File: config.mk
export PLATFORM = sky130hd
export DESIGN_NAME = multi_channel_led_blinker_unit
export DESIGN_NICKNAME = d
export VERILOG_FILES = /design/src/mclb_pkg.sv /design/src/mclb_in_stage.sv /design/src/mclb_core.sv /design/src/mclb_out_stage.sv /design/src/multi_channel_led_blinker_unit.sv
export SDC_FILE = /design/constraint.sdc
export NUM_CORES = 1
export LEC_CHECK = 0
export BUFFER_PORTS_ARGS = -buffer_cell sky130_fd_sc_hd__buf_4
export CORE_MARGIN = 1.5
export CORE_UTILIZATION = 55
export DETAILED_ROUTE_END_ITERATION = 10
export MAX_ROUTING_LAYER = met4
export PLACE_DENSITY = 0.74
export SKIP_LAST_GASP = 1
export SLEW_MARGIN = 0
export SYNTH_ARGS = -nofsm -noshare
export SYNTH_HDL_FRONTEND = slang
export SYNTH_SLANG_ARGS = --single-unit
File: constraint.sdc
create_clock -name clk -period 7.12 [get_ports clk]
set_input_delay 0.712 -clock clk [delete_from_list [all_inputs] [get_ports clk]]
set_output_delay 0.712 -clock clk [all_outputs]
set_load 0.03 [all_outputs]
File: src/mclb_pkg.sv
package mclb_pkg;

    localparam int CMD_W = 3;

    localparam logic [CMD_W-1:0] CMD_TICK        = 3'd0;
    localparam logic [CMD_W-1:0] CMD_SET_STATIC  = 3'd1;
    localparam logic [CMD_W-1:0] CMD_ALL         = 3'd2;
    localparam logic [CMD_W-1:0] CMD_BLINK_ON    = 3'd3;
    localparam logic [CMD_W-1:0] CMD_BLINK_OFF   = 3'd4;
    localparam logic [CMD_W-1:0] CMD_OUTPUTS_OFF = 3'd5;
    localparam logic [CMD_W-1:0] CMD_OUTPUTS_ON  = 3'd6;

    // control part of a registered command item
    typedef struct packed {
        logic             valid;
        logic [CMD_W-1:0] cmd;
        logic             level;
    } item_ctl_t;

endpackage

File: src/mclb_in_stage.sv
module mclb_in_stage #(
    parameter int NUM_CHANNELS = 5,
    parameter int DIVIDER_BITS = 5
) (
    input  logic                                   clk,
    input  logic                                   rst_n,
    input  logic                                   cmd_valid,
    input  logic [mclb_pkg::CMD_W-1:0]             cmd,
    input  logic [NUM_CHANNELS-1:0]                channel_mask,
    input  logic                                   level,
    input  logic [NUM_CHANNELS*DIVIDER_BITS-1:0]   packed_rates,
    input  logic                                   out_free,
    output logic                                   cmd_stall,
    output mclb_pkg::item_ctl_t                    item_ctl,
    output logic [NUM_CHANNELS-1:0]                item_mask,
    output logic [NUM_CHANNELS*DIVIDER_BITS-1:0]   item_rates
);

    logic                                 valid_reg;
    logic                                 valid_next;
    logic [mclb_pkg::CMD_W-1:0]           cmd_reg;
    logic                                 level_reg;
    logic [NUM_CHANNELS-1:0]              mask_reg;
    logic [NUM_CHANNELS*DIVIDER_BITS-1:0] rates_reg;
    logic                                 load;

    // held item only blocks when the result side cannot take it
    assign cmd_stall  = valid_reg && !out_free;
    assign load       = !cmd_stall;
    assign valid_next = load ? cmd_valid : valid_reg;

    always_ff @(posedge clk or negedge rst_n)
    begin
        if (!rst_n)
        begin
            valid_reg <= 1'b0;
        end
        else
        begin
            valid_reg <= valid_next;
        end
    end

    always_ff @(posedge clk)
    begin
        if (load && cmd_valid)
        begin
            cmd_reg   <= cmd;
            level_reg <= level;
            mask_reg  <= channel_mask;
            rates_reg <= packed_rates;
        end
    end

    assign item_ctl.valid = valid_reg;
    assign item_ctl.cmd   = cmd_reg;
    assign item_ctl.level = level_reg;
    assign item_mask      = mask_reg;
    assign item_rates     = rates_reg;

endmodule

File: src/mclb_core.sv
module mclb_core #(
    parameter int NUM_CHANNELS = 5,
    parameter int DIVIDER_BITS = 5
) (
    input  logic                                 clk,
    input  logic                                 rst_n,
    input  mclb_pkg::item_ctl_t                  item_ctl,
    input  logic [NUM_CHANNELS-1:0]              item_mask,
    input  logic [NUM_CHANNELS*DIVIDER_BITS-1:0] item_rates,
    input  logic                                 out_free,
    output logic                                 fire,
    output logic                                 emit,
    output logic [NUM_CHANNELS-1:0]              pattern
);

    logic [NUM_CHANNELS-1:0] static_reg, static_next;
    logic [NUM_CHANNELS-1:0] blink_reg, blink_next;
    logic [NUM_CHANNELS-1:0] phase_reg, phase_next;
    logic                    active_reg, active_next;
    logic [DIVIDER_BITS-1:0] div_reg  [NUM_CHANNELS];
    logic [DIVIDER_BITS-1:0] div_next [NUM_CHANNELS];
    logic [DIVIDER_BITS-1:0] cnt_reg  [NUM_CHANNELS];
    logic [DIVIDER_BITS-1:0] cnt_next [NUM_CHANNELS];

    assign fire = item_ctl.valid && out_free;

    always_comb
    begin
        logic                    do_update;
        logic                    flip;
        logic [DIVIDER_BITS:0]   inc;

        do_update   = 1'b0;
        flip        = 1'b0;
        inc         = '0;
        emit        = 1'b0;
        pattern     = '0;
        static_next = static_reg;
        blink_next  = blink_reg;
        phase_next  = phase_reg;
        active_next = active_reg;
        for (int i = 0; i < NUM_CHANNELS; i++)
        begin
            div_next[i] = div_reg[i];
            cnt_next[i] = cnt_reg[i];
        end

        case (item_ctl.cmd)
            mclb_pkg::CMD_TICK:
            begin
                if (active_reg)
                begin
                    do_update = 1'b1;
                    flip      = 1'b1;
                end
                else
                begin
                    phase_next = '1;
                end
            end
            mclb_pkg::CMD_SET_STATIC:
            begin
                static_next = item_ctl.level ? (static_reg | item_mask)
                                             : (static_reg & ~item_mask);
                emit    = 1'b1;
                pattern = static_next;
            end
            mclb_pkg::CMD_ALL:
            begin
                static_next = item_ctl.level ? '1 : '0;
                emit    = 1'b1;
                pattern = static_next;
            end
            mclb_pkg::CMD_BLINK_ON:
            begin
                if (item_mask != '0)
                begin
                    blink_next = blink_reg | item_mask;
                    for (int i = 0; i < NUM_CHANNELS; i++)
                    begin
                        if (item_mask[i])
                        begin
                            div_next[i] = item_rates[i*DIVIDER_BITS +: DIVIDER_BITS];
                            cnt_next[i] = '0;
                        end
                    end
                    active_next = 1'b1;
                    do_update   = 1'b1;
                end
            end
            mclb_pkg::CMD_BLINK_OFF:
            begin
                if (item_mask != '0)
                begin
                    blink_next = blink_reg & ~item_mask;
                    if (blink_next == '0)
                    begin
                        active_next = 1'b0;
                        emit        = 1'b1;
                        pattern     = static_reg;
                    end
                    else
                    begin
                        do_update = active_reg;
                    end
                end
            end
            mclb_pkg::CMD_OUTPUTS_OFF:
            begin
                emit    = 1'b1;
                pattern = '0;
            end
            mclb_pkg::CMD_OUTPUTS_ON:
            begin
                emit    = 1'b1;
                pattern = static_reg;
            end
            default:
            begin
                emit = 1'b0;
            end
        endcase

        // blink update: show the current phase, then advance the counters
        if (do_update)
        begin
            emit    = 1'b1;
            pattern = (static_reg & ~blink_next) | (phase_reg & blink_next);
            for (int i = 0; i < NUM_CHANNELS; i++)
            begin
                if (blink_next[i])
                begin
                    inc = {1'b0, cnt_next[i]} + {{DIVIDER_BITS{1'b0}}, 1'b1};
                    if (inc < {1'b0, div_next[i]})
                    begin
                        cnt_next[i] = inc[DIVIDER_BITS-1:0];
                    end
                    else if (flip)
                    begin
                        cnt_next[i]   = '0;
                        phase_next[i] = ~phase_reg[i];
                    end
                end
            end
        end
    end

    always_ff @(posedge clk or negedge rst_n)
    begin
        if (!rst_n)
        begin
            static_reg <= '0;
            blink_reg  <= '0;
            phase_reg  <= '1;
            active_reg <= 1'b0;
            for (int i = 0; i < NUM_CHANNELS; i++)
            begin
                div_reg[i] <= '0;
                cnt_reg[i] <= '0;
            end
        end
        else if (fire)
        begin
            static_reg <= static_next;
            blink_reg  <= blink_next;
            phase_reg  <= phase_next;
            active_reg <= active_next;
            for (int i = 0; i < NUM_CHANNELS; i++)
            begin
                div_reg[i] <= div_next[i];
                cnt_reg[i] <= cnt_next[i];
            end
        end
    end

endmodule

File: src/mclb_out_stage.sv
module mclb_out_stage #(
    parameter int NUM_CHANNELS = 5
) (
    input  logic                    clk,
    input  logic                    rst_n,
    input  logic                    fire,
    input  logic                    emit,
    input  logic [NUM_CHANNELS-1:0] pattern,
    input  logic                    led_stall,
    output logic                    out_free,
    output logic                    led_valid,
    output logic [NUM_CHANNELS-1:0] led_pattern
);

    logic                    valid_reg;
    logic                    valid_next;
    logic [NUM_CHANNELS-1:0] pattern_reg;

    assign out_free   = !valid_reg || !led_stall;
    assign valid_next = out_free ? (fire && emit) : valid_reg;

    always_ff @(posedge clk or negedge rst_n)
    begin
        if (!rst_n)
        begin
            valid_reg <= 1'b0;
        end
        else
        begin
            valid_reg <= valid_next;
        end
    end

    always_ff @(posedge clk)
    begin
        if (out_free && fire && emit)
        begin
            pattern_reg <= pattern;
        end
    end

    assign led_valid   = valid_reg;
    assign led_pattern = pattern_reg;

endmodule

File: src/multi_channel_led_blinker_unit.sv
// Item path: an accepted command item sits in the input register and is
//   executed once the result register can take it, which loads the result.
// Throughput: one command item per cycle. The command side stalls only while
//   an item waits in the input register and a held pattern meets led_stall.
// Reset: rst_n async, active low; clears the pattern, blink state, dividers
//   and counters, sets every blink phase lit and empties both registers.
module multi_channel_led_blinker_unit #(
    parameter int NUM_CHANNELS = 5,
    parameter int DIVIDER_BITS = 5
) (
    input  logic                                 clk,
    input  logic                                 rst_n,
    // command channel
    input  logic                                 cmd_valid,
    output logic                                 cmd_stall,
    input  logic [mclb_pkg::CMD_W-1:0]           cmd,
    input  logic [NUM_CHANNELS-1:0]              channel_mask,
    input  logic                                 level,
    input  logic [NUM_CHANNELS*DIVIDER_BITS-1:0] packed_rates,
    // LED pattern channel
    output logic                                 led_valid,
    input  logic                                 led_stall,
    output logic [NUM_CHANNELS-1:0]              led_pattern
);

    // Item flow:
    //   in_stage  - registers the accepted command item.
    //   core      - holds the LED state (static pattern, blink set, phase,
    //               per-channel divider and counter) and computes the next
    //               state and the optional pattern in one pass.
    //   out_stage - result register; parts the stall of the LED side from
    //               the command side so a new item enters while a pattern
    //               waits, as long as the held item can move on.
    // The held item is executed (state written) only in a cycle where the
    // result register can take it, so a stalled result never loses or
    // repeats a pattern. Items that give no pattern pass through the same way.

    mclb_pkg::item_ctl_t                  item_ctl;
    logic [NUM_CHANNELS-1:0]              item_mask;
    logic [NUM_CHANNELS*DIVIDER_BITS-1:0] item_rates;
    logic                                 out_free;
    logic                                 fire;
    logic                                 emit;
    logic [NUM_CHANNELS-1:0]              pattern;

    mclb_in_stage #(
        .NUM_CHANNELS (NUM_CHANNELS),
        .DIVIDER_BITS (DIVIDER_BITS)
    ) u_in_stage (
        .clk          (clk),
        .rst_n        (rst_n),
        .cmd_valid    (cmd_valid),
        .cmd          (cmd),
        .channel_mask (channel_mask),
        .level        (level),
        .packed_rates (packed_rates),
        .out_free     (out_free),
        .cmd_stall    (cmd_stall),
        .item_ctl     (item_ctl),
        .item_mask    (item_mask),
        .item_rates   (item_rates)
    );

    // During the dark phase a blinking channel is forced off, whatever the
    // static pattern says for it.
    mclb_core #(
        .NUM_CHANNELS (NUM_CHANNELS),
        .DIVIDER_BITS (DIVIDER_BITS)
    ) u_core (
        .clk        (clk),
        .rst_n      (rst_n),
        .item_ctl   (item_ctl),
        .item_mask  (item_mask),
        .item_rates (item_rates),
        .out_free   (out_free),
        .fire       (fire),
        .emit       (emit),
        .pattern    (pattern)
    );

    mclb_out_stage #(
        .NUM_CHANNELS (NUM_CHANNELS)
    ) u_out_stage (
        .clk         (clk),
        .rst_n       (rst_n),
        .fire        (fire),
        .emit        (emit),
        .pattern     (pattern),
        .led_stall   (led_stall),
        .out_free    (out_free),
        .led_valid   (led_valid),
        .led_pattern (led_pattern)
    );

endmodule

Yosys cells after proc, flatten, opt, wreduce, memory -nomap -nowiden
Index checks and enable logic that the tools add are counted.

operators by class
  add/sub/neg operators = 5
  $lt $le $gt $ge = 5
  equality and inequality tests = 8
  multiplexer cells = 71
  bitwise operators = 14
  reductions and logical operators = 19

operator list
  cell                                                    count
  2-to-1 mux 5 bit                                        35
  2-to-1 mux 25 bit                                       5
  adder 5 x 1 -> 6 bit (second input constant)            5
  < comparator 6 x 5 -> 1 bit                             5
  2-to-1 mux 1 bit                                        25
  AND 5 bit                                               4
  one-hot mux 5 bit (2 select lines)                      2
  one-hot mux 5 bit (4 select lines)                      1
  OR 5 bit                                                3
  NOT 5 bit                                               2
  == test 3 bit (second input constant)                   3
  == test 3 x 2 -> 1 bit (second input constant)          2
  logical AND 1 bit                                       6
  logical NOT 5 bit                                       1
  NOT 1 bit                                               5
  nonzero test 5 bit                                      1
  logical NOT 1 bit                                       4
  inequality test 2 x 1 -> 1 bit (second input constant)  2
  one-hot mux 1 bit (2 select lines)                      2
  AND reduction 4 bit                                     1
  nonzero test 2 bit                                      2
  OR reduction 4 bit                                      1
  == test 3 x 1 -> 1 bit (second input constant)          1
  logical NOT 3 bit                                       1
  other kinds (3)                                         3

storage, ports and cells
  register bits after elaboration = 107
  output and inout bits = 7
  logic and storage cells = 143

Logic depth before layout (Yosys ltp)
Gate-level depths: netlist of run 1.

  depth in word-level cells = 8
  mapped depth = 16

By module
From an unflattened synthesis of run 1, not the netlist that was laid out.

unflattened totals
  cell total of the unflattened synthesis = 560
  area total of the unflattened synthesis = 6079.6 µm²

by module, submodules not included
  module          instances  cells each  area each (µm²)
  mclb_core       1          509         4794.6
  mclb_in_stage   1          41          1093.5
  mclb_out_stage  1          10          191.4

Worst setup path after synthesis of run 1
No wires, ideal clock.

  path kind = register to register
  from = register u_in_stage.cmd_reg[0] in the netlist's numbering
  to = register u_core.cnt_reg[12] in the netlist's numbering
  setup time = 121 ps
  arrival = 3010 ps
  data required time = 6999 ps
  slack = 3989 ps
  stages on the path, launching flop included = 16
  buffers on the path = 3
  cell sequence = edfxtp_1 -> buf_6 -> buf_2 -> nand4b_1 -> clkbuf_1 -> and2_1 -> ha_1 -> nand3_1 -> xor2_1 -> nor2_1 -> ha_1 -> nand4_1 -> a31o_2 -> nand3_1 -> a221o_1 -> a22o_1

between the ends
  cells in the longest elaborated chain, start to end = 7
  elaborated cells between the ends (all ways) = 14
  classes of those cells = add/sub: 1; order compare: 1; eq/ne: 2; mux: 9; reduce/logical: 1

ends and longest elaborated chain
  what                           RTL line             text
  start, declared                mclb_in_stage.sv:21  logic [mclb_pkg::CMD_W-1:0] cmd_reg;
  start signal, assigned         mclb_in_stage.sv:48  cmd_reg <= cmd;
  == test 3 x 2 -> 1 bit         mclb_core.sv:48      case (item_ctl.cmd)
  2-to-1 mux 25 bit              mclb_core.sv:48
  adder 5 x 1 -> 6 bit           mclb_core.sv:133     inc = {1'b0, cnt_next[i]} + {{DIVIDER_BITS{1'b0}}, 1'b1};
  < comparator 6 x 5 -> 1 bit    mclb_core.sv:134     if (inc < {1'b0, div_next[i]})
  2-to-1 mux 5 bit               mclb_core.sv:134
  2-to-1 mux 5 bit               mclb_core.sv:131     if (blink_next[i])
  2-to-1 mux 25 bit (*)          mclb_core.sv:125     if (do_update)
  end signal, assigned by index  mclb_core.sv:171     cnt_reg[i] <= cnt_next[i];
  end, declared                  mclb_core.sv:22      logic [DIVIDER_BITS-1:0] cnt_reg [NUM_CHANNELS];

Mark *: on every way between the ends. The rest lies on a longest branch, timed or not.
A chain may end at the register's enable or synchronous reset.

Worst setup path after layout of run 1
  from = register u_in_stage.cmd_reg[1] in the netlist's numbering
  to = register u_core.cnt_reg[17] in the netlist's numbering

Same word-level chain as after synthesis.

==> impl_metrics.tcl, run 1 <==
set metrics [dict create \
    cts-root-buf "clkbuf_8" \
    ys_ff_latch 107 \
    hold_viol 0 \
    netlist_instances 521 \
    vias 4269 \
    ir_drop_uv 179 \
    rsz0062_at_grt "false" \
    reg2reg_from "u_in_stage.cmd_reg[1]" \
    r2r_end "u_core.cnt_reg[17]" \
    r2r_cells 13 \
    worst_setup_path_start_kind "flip-flop" \
    drt_first_iter_violations 330 \
    syn_area_um2 5860 \
    routed_wirelength_um 12200 \
    crit_cells 13 \
    dp_cells 684 \
    drv_cap 0 \
    synth_fp_nets 584 \
    regToRegSetupSlack_ps 2970 \
    finalSetupViolations 0 \
    cp_top_family "simple AND/OR/NAND/NOR gates" \
    pin_count 45 \
    port_buffers 44 \
    die_w_um 106 \
    hold_class "primary input to async pin" \
    final_layout_size_suffix_gt1_frac 0.206 \
    swShare 0.361 \
    post_drt_via_cell_ratio 6.10 \
    cts_tree "yes" \
    clock_latency_ps 390 \
    antenna_found_initial 0 \
    criticalPathCategory "flip-flop to flip-flop" \
    grt_pass1_vias 4243 \
    grt.total_usage 0.238 \
    avgSynthCellArea_um2 11.2 \
    cts.sinks 107 \
    postLayoutCellArea_um2 6440 \
    num_antenna_cells 0 \
    synthFlopType "dfrtp_1" \
    grt.overflow.total 0 \
    seq_power_share 0.476 \
    synthArstFlopShare 0.636 \
    path_clk_slew_ps 110 \
    cp.required_ps 7410 \
    end_kind "flip-flop" \
    drtAntennaViolNets 0 \
    min_period_over_period 0.583 \
    htreeDepth 3 \
    cp_data_arrival_time_ps 4440 \
    worst_path_max_delay_cell "edfxtp_1" \
    cts.repair.resized 0 \
    cp_common_cell "ha_1" \
    outcome "complete, no violations" \
    placed_area_um2 6260 \
    place_ws_ps 3020 \
    min_period_ps 4150 \
    fin_nets 622 \
    ys_warn_count 0 \
    firstDrtPassIters 5 \
    route.detailed.drc 0 \
    path_buf_inv 0 \
    finClkSkew_ps 16.8 \
    wl_per_cell_um 17.4 \
    core_um2 10300 \
    grt_start_max_net_pins 69 \
    slew_headroom 0.266 \
    grt_pass1_wl_um 20300 \
    initial_core_util 0.567 \
    cpPeakStageDelay_ps 900 \
    place_hpwl_um 8580 \
    stdcell_count 700 \
    fmax_ghz 0.241 \
    fin_setup_tns_ps 0 \
    fin_util 0.624 \
    ys_seq_area_frac 0.492 \
    cts_made_buffers 9 \
    final_common_cell "dfrtp_1" \
    leakage_nw 2.81 \
    cts_setup_buffers 0 \
    clockBufferDepth 2 \
    power_frac_comb 0.344 \
    fp.dieH_um 106 \
    switchingPower_uw 692 \
    drv_slew 0 \
    p_int_mw 1.22 \
    crit_fanout 23 \
    tightest_slew_ps 1090 \
    fp.dieArea_um2 11300 \
    final_cell_mix "63 x dfrtp_1, 46 x buf_4, 39 x edfxtp_1" \
    holdWs_ps 443 \
    fin_ws_ps 2970 \
    cts_hold_buf 0 \
    power_density_nw_per_um2 297 \
    fp-row-count 37 \
    fin_total_pwr_mw 1.92 \
    synth_cell_types 66 \
    power_frac_clock 0.181 \
    path_cells "nand4b_1 -> and2_1 -> ha_1 -> nand3_1 -> xor2_1 -> nor2_1 -> ha_1 -> o21ai_0 -> a21oi_1 -> a221oi_2 -> nor3_1 -> or3_4 -> a22o_1" \
    area_growth_pct 9.98 \
    place.gp.congestion 0.923 \
    synth_edf_count 39 \
]
kinds of logic after synthesis:
kind of cell,Yosys count,share of synthesized area
AO/OA/AOI/OAI,129,0.156
XOR/XNOR,17,0.0254
adder cells (fa/ha/maj),25,0.0534
buffers and inverters,30,0.0254
flip-flops,107,0.492
multiplexers,56,0.103
AND/OR/NAND/NOR,157,0.145
layer usage:
layer  vias to the layer above  global-route usage  share of wire
li1                       2042                   -              -
met5                         -                   -              0
met2                       141               0.371           0.48
met3                        32              0.0435          0.054
met4                         0               0.112          0.023
met1                      2054               0.302           0.44
how the worst max path moves through the flow:
| stage | start | endpoint |
|---|---|---|
| after floorplan | u_in_stage.cmd_reg[0] | u_core.cnt_reg[12] |
| after global placement | u_in_stage.cmd_reg[1] | u_core.cnt_reg[17] |
| after detailed placement | u_in_stage.cmd_reg[1] | u_core.cnt_reg[15] |
| after CTS | u_in_stage.cmd_reg[1] | u_core.cnt_reg[17] |
| after global routing | u_in_stage.cmd_reg[1] | u_core.cnt_reg[15] |
| final | u_in_stage.cmd_reg[1] | u_core.cnt_reg[17] |
power by group through the flow:
stage	Combinational [mW]	Clock, mW	Sequential, mW
after global routing	0.737	0.378	0.930
after detailed placement	0.655	0	0.918
after CTS	0.657	0.356	0.907
final	0.658	0.346	0.911
after global placement	0.619	0	0.911
after floorplan	0.501	0	0.889
synth_stat cells, types with 11 or more instances:
cell	instances	area (um2)
o21ai_0	29	145
a22o_1	19	166
and2_1	14	87.6
dfrtp_1	63	1580
nand2_1	36	135
nand3_1	21	105
clkbuf_1	11	41.3
edfxtp_1	39	1170
ha_1	25	313
a31oi_1	11	68.8
nor2_1	33	124
xor2_1	11	96.3
a21oi_1	26	130
mux2i_1	21	210
mux2_2	35	394
layout make-up:
cell class                 instances  area [um2]
clock buffer                      10         128
clock inverter                     6        48.8
fill                             827        3880
inverter                          11        41.3
multi-input combinational        384        2830
sequential                       107        2880
tap                              136         170
timing repair buffer              46         345
Note: power is estimated with default switching activity, not from simulation.
==> inputs of run 2 (changes only) <==
==> constraint.sdc (replaced) <==
create_clock -name clk -period 3.93 [get_ports clk]
set_input_delay 0.393 -clock clk [delete_from_list [all_inputs] [get_ports clk]]
set_output_delay 0.393 -clock clk [all_outputs]
set_load 0.03 [all_outputs]
==> run 2 against run 1 <==
Global-route usage shrank 0.093 points. Sequential share of layout area down 0.26 points. Sequential cell count stayed put. Critical path type unchanged. Critical endpoint is now u_core.cnt_reg[15].
==> impl_metrics.tcl, run 2 (synthesized netlist as in run 1, its figures left out) <==
set metrics [dict create \
    outcome "complete, no violations" \
    criticalPathCategory "flip-flop to flip-flop" \
    fin_ws_ps 242 \
    slew_headroom 0.214 \
    drt_first_iter_violations 268 \
    tightest_slew_ps 1170 \
    hold_class "primary input to async pin" \
    r2r_end "u_core.cnt_reg[15]" \
    worst_setup_path_start_kind "flip-flop" \
    num_antenna_cells 0 \
    grt_pass1_vias 4228 \
    antenna_found_initial 0 \
    route.detailed.drc 0 \
    fp.dieArea_um2 11300 \
    vias 4311 \
    hold_viol 0 \
    drv_slew 0 \
    power_density_nw_per_um2 528 \
    port_buffers 44 \
    place.gp.congestion 0.942 \
    area_growth_pct 10.6 \
    die_w_um 106 \
    cts_hold_buf 0 \
    drtAntennaViolNets 0 \
    initial_core_util 0.567 \
    regArea_um2 2880 \
    fin_setup_tns_ps 0 \
    pin_count 45 \
    clock_latency_ps 390 \
    cts.sinks 107 \
    post_drt_via_cell_ratio 6.10 \
    routed_wirelength_um 12000 \
    path_clk_slew_ps 100 \
    cp.required_ps 4200 \
    cts_setup_buffers 0 \
    grt_pass1_wl_um 20400 \
    grt.overflow.total 0 \
    fmax_ghz 0.271 \
    cts.repair.resized 0 \
    r2r_cells 13 \
    rsz0062_at_grt "false" \
    fillers 799 \
    ir_drop_uv 363 \
    min_period_over_period 0.938 \
    cts_made_buffers 9 \
    drv_cap 0 \
    fin_total_pwr_mw 3.42 \
    finalSetupViolations 0 \
    cp_data_arrival_time_ps 3960 \
    htreeDepth 3 \
    reg2reg_from "u_in_stage.cmd_reg[1]" \
    final_cell_mix "63 x dfrtp_1, 53 x buf_4, 39 x edfxtp_1" \
    regToRegSetupSlack_ps 240 \
    wl_per_cell_um 17.0 \
    firstDrtPassIters 5 \
    final_common_cell "dfrtp_1" \
    place_ws_ps 315 \
    grt.total_usage 0.237 \
    fp-row-count 37 \
    finClkSkew_ps 15.3 \
    crit_fanout 12 \
    cts-root-buf "clkbuf_8" \
    leakage_nw 2.83 \
    place_hpwl_um 8490 \
    final_layout_size_suffix_gt1_frac 0.210 \
    grt_start_max_net_pins 69 \
    cts_tree "yes" \
    end_kind "flip-flop" \
    core_um2 10300 \
    fp.dieH_um 106 \
    min_period_ps 3690 \
    fin_nets 629 \
    clockBufferDepth 2 \
    multi_input_area_um2 2830 \
]
-- run 2: cell count changes in the layout (fill, tap and decap cells not counted), sizes merged --
cell,change
buf,+7
clkbuf,+3
clkinv,-2
clkinvlp,-1
-- run 2: cell type report --
| cell class | instances | share of cell area |
|---|---|---|
| Multi-Input combinational cell | 384 | 0.437 |
| Clock inverter | 3 | 0.00348 |
| Tap cell | 136 | 0.0263 |
| Timing Repair Buffer | 53 | 0.0614 |
| Sequential cell | 107 | 0.444 |
| Inverter | 11 | 0.00637 |
| Clock buffer | 13 | 0.0214 |
-- run 2: worst max-delay path by stage --
stage | start | end | slack (ps) | cells past startpoint
global placement | u_in_stage.cmd_reg[1] | u_core.cnt_reg[17] | 460 | 13
finish | u_in_stage.cmd_reg[1] | u_core.cnt_reg[15] | 240 | 13
detailed placement | u_in_stage.cmd_reg[1] | u_core.cnt_reg[15] | 320 | 13
CTS | u_in_stage.cmd_reg[1] | u_core.cnt_reg[15] | 280 | 13
floorplan | u_in_stage.cmd_reg[0] | u_core.cnt_reg[12] | 800 | 15
global route | u_in_stage.cmd_reg[1] | u_core.cnt_reg[15] | 3 | 13
-- run 2: per-layer routing --
metal,track usage,share of wire,vias up
met5,-,0,-
met4,0.0878,0.014,0
met3,0.0576,0.065,15
met2,0.368,0.47,141
met1,0.303,0.45,2098
li1,-,-,2057
-- run 2: through the flow --
stage          instances  utilization  area, um2  hold slack (ps)
4_1_cts              707        0.627       6480              137
2_1_floorplan        521            -       5860             97.4
6_report             707        0.627       6480              110
3_5_place_dp         691        0.612       6320              468
5_1_grt              707        0.627       6480              141
3_3_place_gp         691        0.612       6320              460
-- run 2: critical path, stage by stage (launching register included) --
cell and delay [ps]:
edfxtp_1 660, nand4b_1 400, and2_1 320, ha_1 220, nand3_1 110, xor2_1 150, nor2_1 80, ha_1 300
o21ai_0 80, a21oi_1 70, a221oi_2 450, nor3_1 100, or3_4 380, a22o_1 230
-- run 2: where the power goes --
part	leakage (nW)	total, mW	internal [mW]	switching (mW)
Clock	0.0786	0.594	0.234	0.359
Combinational	1.53	1.19	0.546	0.647
Sequential	1.22	1.64	1.44	0.201
Total	2.83	3.42	2.22	1.21
